`config.mk`:
```
export PLATFORM = sky130hd
export DESIGN_NAME = srpg_div
export DESIGN_NICKNAME = d
export VERILOG_FILES = /design/src/design/srpg_div.sv
export SDC_FILE = /design/constraint.sdc
export NUM_CORES = 2
export LEC_CHECK = 0
export BUFFER_PORTS_ARGS = -buffer_cell sky130_fd_sc_hd__buf_2
export CAP_MARGIN = 10
export CELL_PAD_IN_SITES_DETAIL_PLACEMENT = 1
export CELL_PAD_IN_SITES_GLOBAL_PLACEMENT = 2
export CORE_MARGIN = 2
export CORE_UTILIZATION = 41
export DETAILED_ROUTE_END_ITERATION = 10
export PLACE_DENSITY = 0.81
export SYNTH_ARGS = -nofsm -noshare
export SYNTH_HDL_FRONTEND = slang
export SYNTH_SLANG_ARGS = --single-unit
export TNS_END_PERCENT = 1
```
`constraint.sdc`:
```
create_clock -name clk -period 11.61 [get_ports clk]
set_clock_uncertainty 0.05 [all_clocks]
set_input_delay 0.5805 -clock clk [delete_from_list [all_inputs] [get_ports clk]]
set_output_delay 0.5805 -clock clk [all_outputs]
set_load 0.02 [all_outputs]
```
`src/design/srpg_div.sv`:
```
module srpg_div #(
	parameter int NUM_W  = 49,
	parameter int DEN_W  = 13,
	parameter int Q_W    = 16,
	parameter int STAGES = 13
) (
	input  logic             clk,
	input  logic             arst_n,
	input  logic             in_valid,
	input  logic [NUM_W-1:0] num,
	input  logic [DEN_W-1:0] den,
	output logic             out_valid,
	output logic [Q_W-1:0]   quo
);

	localparam int SPS = (NUM_W + STAGES - 1) / STAGES;
	localparam int TOT = SPS * STAGES;

	logic             vld_sn [STAGES];
	logic [DEN_W-1:0] rem_sn [STAGES];
	logic [TOT-1:0]   num_sn [STAGES];
	logic [Q_W-1:0]   quo_sn [STAGES];

	for (genvar s = 0; s < STAGES; s++) begin : g_stage
		logic             p_vld;
		logic [DEN_W-1:0] p_rem;
		logic [TOT-1:0]   p_num;
		logic [Q_W-1:0]   p_quo;
		logic [DEN_W-1:0] n_rem;
		logic [TOT-1:0]   n_num;
		logic [Q_W-1:0]   n_quo;

		if (s == 0) begin : g_first
			assign p_vld = in_valid;
			assign p_rem = '0;
			assign p_num = TOT'(num);
			assign p_quo = '0;
		end else begin : g_next
			assign p_vld = vld_sn[s-1];
			assign p_rem = rem_sn[s-1];
			assign p_num = num_sn[s-1];
			assign p_quo = quo_sn[s-1];
		end

		always_comb begin : step_c
			logic [DEN_W:0] t;
			logic [DEN_W-1:0] r;
			logic [TOT-1:0] nm;
			logic [Q_W-1:0] q;
			r  = p_rem;
			nm = p_num;
			q  = p_quo;
			for (int i = 0; i < SPS; i++) begin
				t  = {r, nm[TOT-1]};
				nm = nm << 1;
				if (t >= {1'b0, den}) begin
					t = t - {1'b0, den};
					q = {q[Q_W-2:0], 1'b1};
				end else begin
					q = {q[Q_W-2:0], 1'b0};
				end
				r = t[DEN_W-1:0];
			end
			n_rem = r;
			n_num = nm;
			n_quo = q;
		end

		always_ff @(posedge clk or negedge arst_n) begin
			if (!arst_n) begin
				vld_sn[s] <= 1'b0;
			end else begin
				vld_sn[s] <= p_vld;
			end
		end

		always_ff @(posedge clk) begin
			rem_sn[s] <= n_rem;
			num_sn[s] <= n_num;
			quo_sn[s] <= n_quo;
		end
	end

	assign out_valid = vld_sn[STAGES-1];
	assign quo       = quo_sn[STAGES-1];

endmodule

```
==> impl_results.md <==
* Placer Congestion at 0.874
* Worst Hold Path EP: num_sn[0][42]$_DFF_P_
* Crit. End Element: flip-flop
* Die area at 117,000 sq um
* Critical path's largest stage delay at 410 ps
* RR Startpoint: num_sn[0][47]$_DFF_P_
* RSZ-0062 raised after global routing: no
* Avg WL per Cell at 20.4 um
* Synthesized area at 46,700 sq um
* Initial antenna violation count at 1
* Least-Margin Pin Slew at 1000 ps
* Synthesized flop and latch total at 521
* # nets final at 6,420
* Largest net degree at the start of global routing at 30
* Slew margin rel. at 33.0%
* Layout cells sized above 1 at 12.9%
* FF-to-FF path depth at 40
* Vias in the first global route at 42,499
* Flop2flop setup slack at 810 ps
* Most area-hungry cell type in the Yosys netlist: dfxtp_1
* CTS tree: yes
* Initial core utilization at 41.4%
* Final setup fails at 0
* First drt pass iteration count at 5
* Num rows at 123
* Most used DFF post-synth: dfxtp_1
* Die Height at 341 um
* Clock insertion delay at the later pin of the skew report at 660 ps
* Fin. Hold Viols at 0
* Reg2Reg Capture Point: rem_sn[0][21]$_DFF_P_
* GRT Total Usage at 24.8%
* Outcome: completed
* Slowest cell on the critical path: o32a_1
* # fillers at 13,301
* Setup TNS at 0 ps
* Worst-path fanout max at 7
* Launching element type of the critical path: flip-flop
* Post-synth EDFFs at 0
* Required @ worst endpoint at 12,090 ps
* CP arrival at 11,280 ps
* Port Buffers at 81
* WS Path Type: reg2reg
* HP Class: in2reg
* Vias per cell at 5.70
* Area contributors post-synth: dfxtp_1 22%, ha_1 18%, mux2_2 7.7%
* Root buf cell: clkbuf_16
* First-pass GRT wire length at 233,000 um
* Tmin final at 10,800 ps
* Synth top cells by count: 662 x ha_1, 508 x dfxtp_1, 418 x nor2_1, 405 x a21oi_1, 324 x o21ai_0
* H-tree depth at 3
* Core box area at 113,000 sq um
* Yosys cell types at 97
* Die X at 341 um
* Area Growth Syn to Fin at 12.5%
* HPWL after detailed placement at 116,000 um
* Max-slew violation count at 0
* Async S/R FF share, synth at 2.50%
* Syn_nets at 6,189
* CTS Sinks at 521
* Hold depth at 1
* Number of top-level pins at 82
* Post-CTS setup buffer count at 0
* Post-route ant nets at 0
* Max Freq at 0.0926 GHz
* GRT Residual Overflow at 0
* Clock transition at path regs at 60 ps
* Antenna diodes at 0
* DRC at 0
* Clk buf depth at 3
* Ys Warns at 0
* HP Start: num[42]
* Cell count after synthesis at 5,414
* Max-cap violations at 0
* Yosys top cell area share at 21.8%
* Via count at 41,030
* Period utilization at 93.0%
* Syn Area/Cell at 8.62 sq um
* Register area share after synthesis at 22.5%
* Worst setup path startpoint: num_sn[0][47]$_DFF_P_
* Most common cell in the netlist: ha_1
* DRT iter0 DRCs at 1,785
* DRT Wirelength at 146,000 um
* CTS buffer count at 66
layout by cell type (no fill, tap or decap), types with 50 or more instances in the layout:
master / instances
buf_2: 79
nor2_1: 418
nor2b_1: 133
o21a_1: 91
mux2_2: 319
o21ai_0: 322
ha_1: 662
xnor2_1: 271
mux2i_1: 76
nand3_1: 71
buf_4: 113
nand2b_1: 88
nand4_1: 109
or3_1: 50
inv_1: 258
clkbuf_16: 67
xor2_1: 166
a21oi_1: 405
dfxtp_1: 508
a21o_1: 155
nor3_1: 117
nand2_1: 317
critical path: cells and delay by family, from the launching register on:
kind / cells / cell delay, ps
muxes: 2 / 590
adders and majority gates: 5 / 1600
and+or+nand+nor: 7 / 1330
AOI/OAI and AO/OA: 24 / 6540
buffers and inverters: 2 / 180
DFF: 1 / 390
flip-flops by register name, indices dropped and copies added, names as in the netlist:
| signal | cells |
|---|---|
| num_sn | 312 |
| rem_sn | 156 |
| g_stage.p_vld | 12 |
| quo_sn | 40 |
| out_valid | 1 |
layout make-up:
class | instances | area (sq um) | share of cell area, %
multi-input cells | 4535 | 34900 | 66.4
flip-flops and latches | 521 | 10500 | 20.0
repair buffers | 250 | 1920 | 3.67
well taps | 1500 | 1880 | 3.57
clock buffers | 75 | 1750 | 3.33
inverters | 271 | 1030 | 1.97
clock inverters | 43 | 573 | 1.09
per-layer routing:
metal  part of all wire (%)  vias up  track usage (%)
met5                      0        -                0
met4                    2.7        0             6.91
met3                    3.2      174             2.89
met2                     47      499             42.1
met1                     47    19911             32.9
li1                       -    20446                -
what timing repair did:
| action | in CTS | in global routing |
|---|---|---|
| endpoints found under the hold margin | 60 | 0 |
| gates resized for setup | 0 | 6 |
| hold buffers | 48 | 0 |
| endpoints found under the setup margin | 0 | 30 |
logic make-up after synthesis:
group / Yosys count / share of synthesized area (%)
multiplexers: 408 / 9.65
buffers and inverters: 358 / 2.98
XOR/XNOR: 437 / 8.20
AND/OR/NAND/NOR: 1512 / 16.1
flip-flops: 521 / 22.5
AO/OA/AOI/OAI: 1468 / 20.8
adder cells (fa/ha/maj): 710 / 19.8
stage by stage:
stage                     instance area [sq um]  instances  util, %  setup WS, ps  hold slack, ps
after global placement                    49700       7029     44.1           218             260
after floorplan                           46700       5414        -           555             235
after detailed placement                  49700       7029     44.1           133             263
after CTS                                 52500       7195     46.6           787            19.1
final                                     52500       7195     46.6           815            50.8
after global routing                      52500       7195     46.6          54.3            20.4
worst max path at each step:
stage                                 end  slack, ps  depth (start not counted)
detailed placement  rem_sn[0][51]$_DFF_P_        130                         41
global placement    rem_sn[1][14]$_DFF_P_        220                         42
finish              rem_sn[0][21]$_DFF_P_        810                         40
floorplan           rem_sn[0][37]$_DFF_P_        550                         40
CTS                 rem_sn[0][21]$_DFF_P_        790                         40
global route        rem_sn[1][37]$_DFF_P_         50                         40
Power is not shown: default switching activity piles up to over one toggle a cycle in this logic, so the estimate is an artifact.
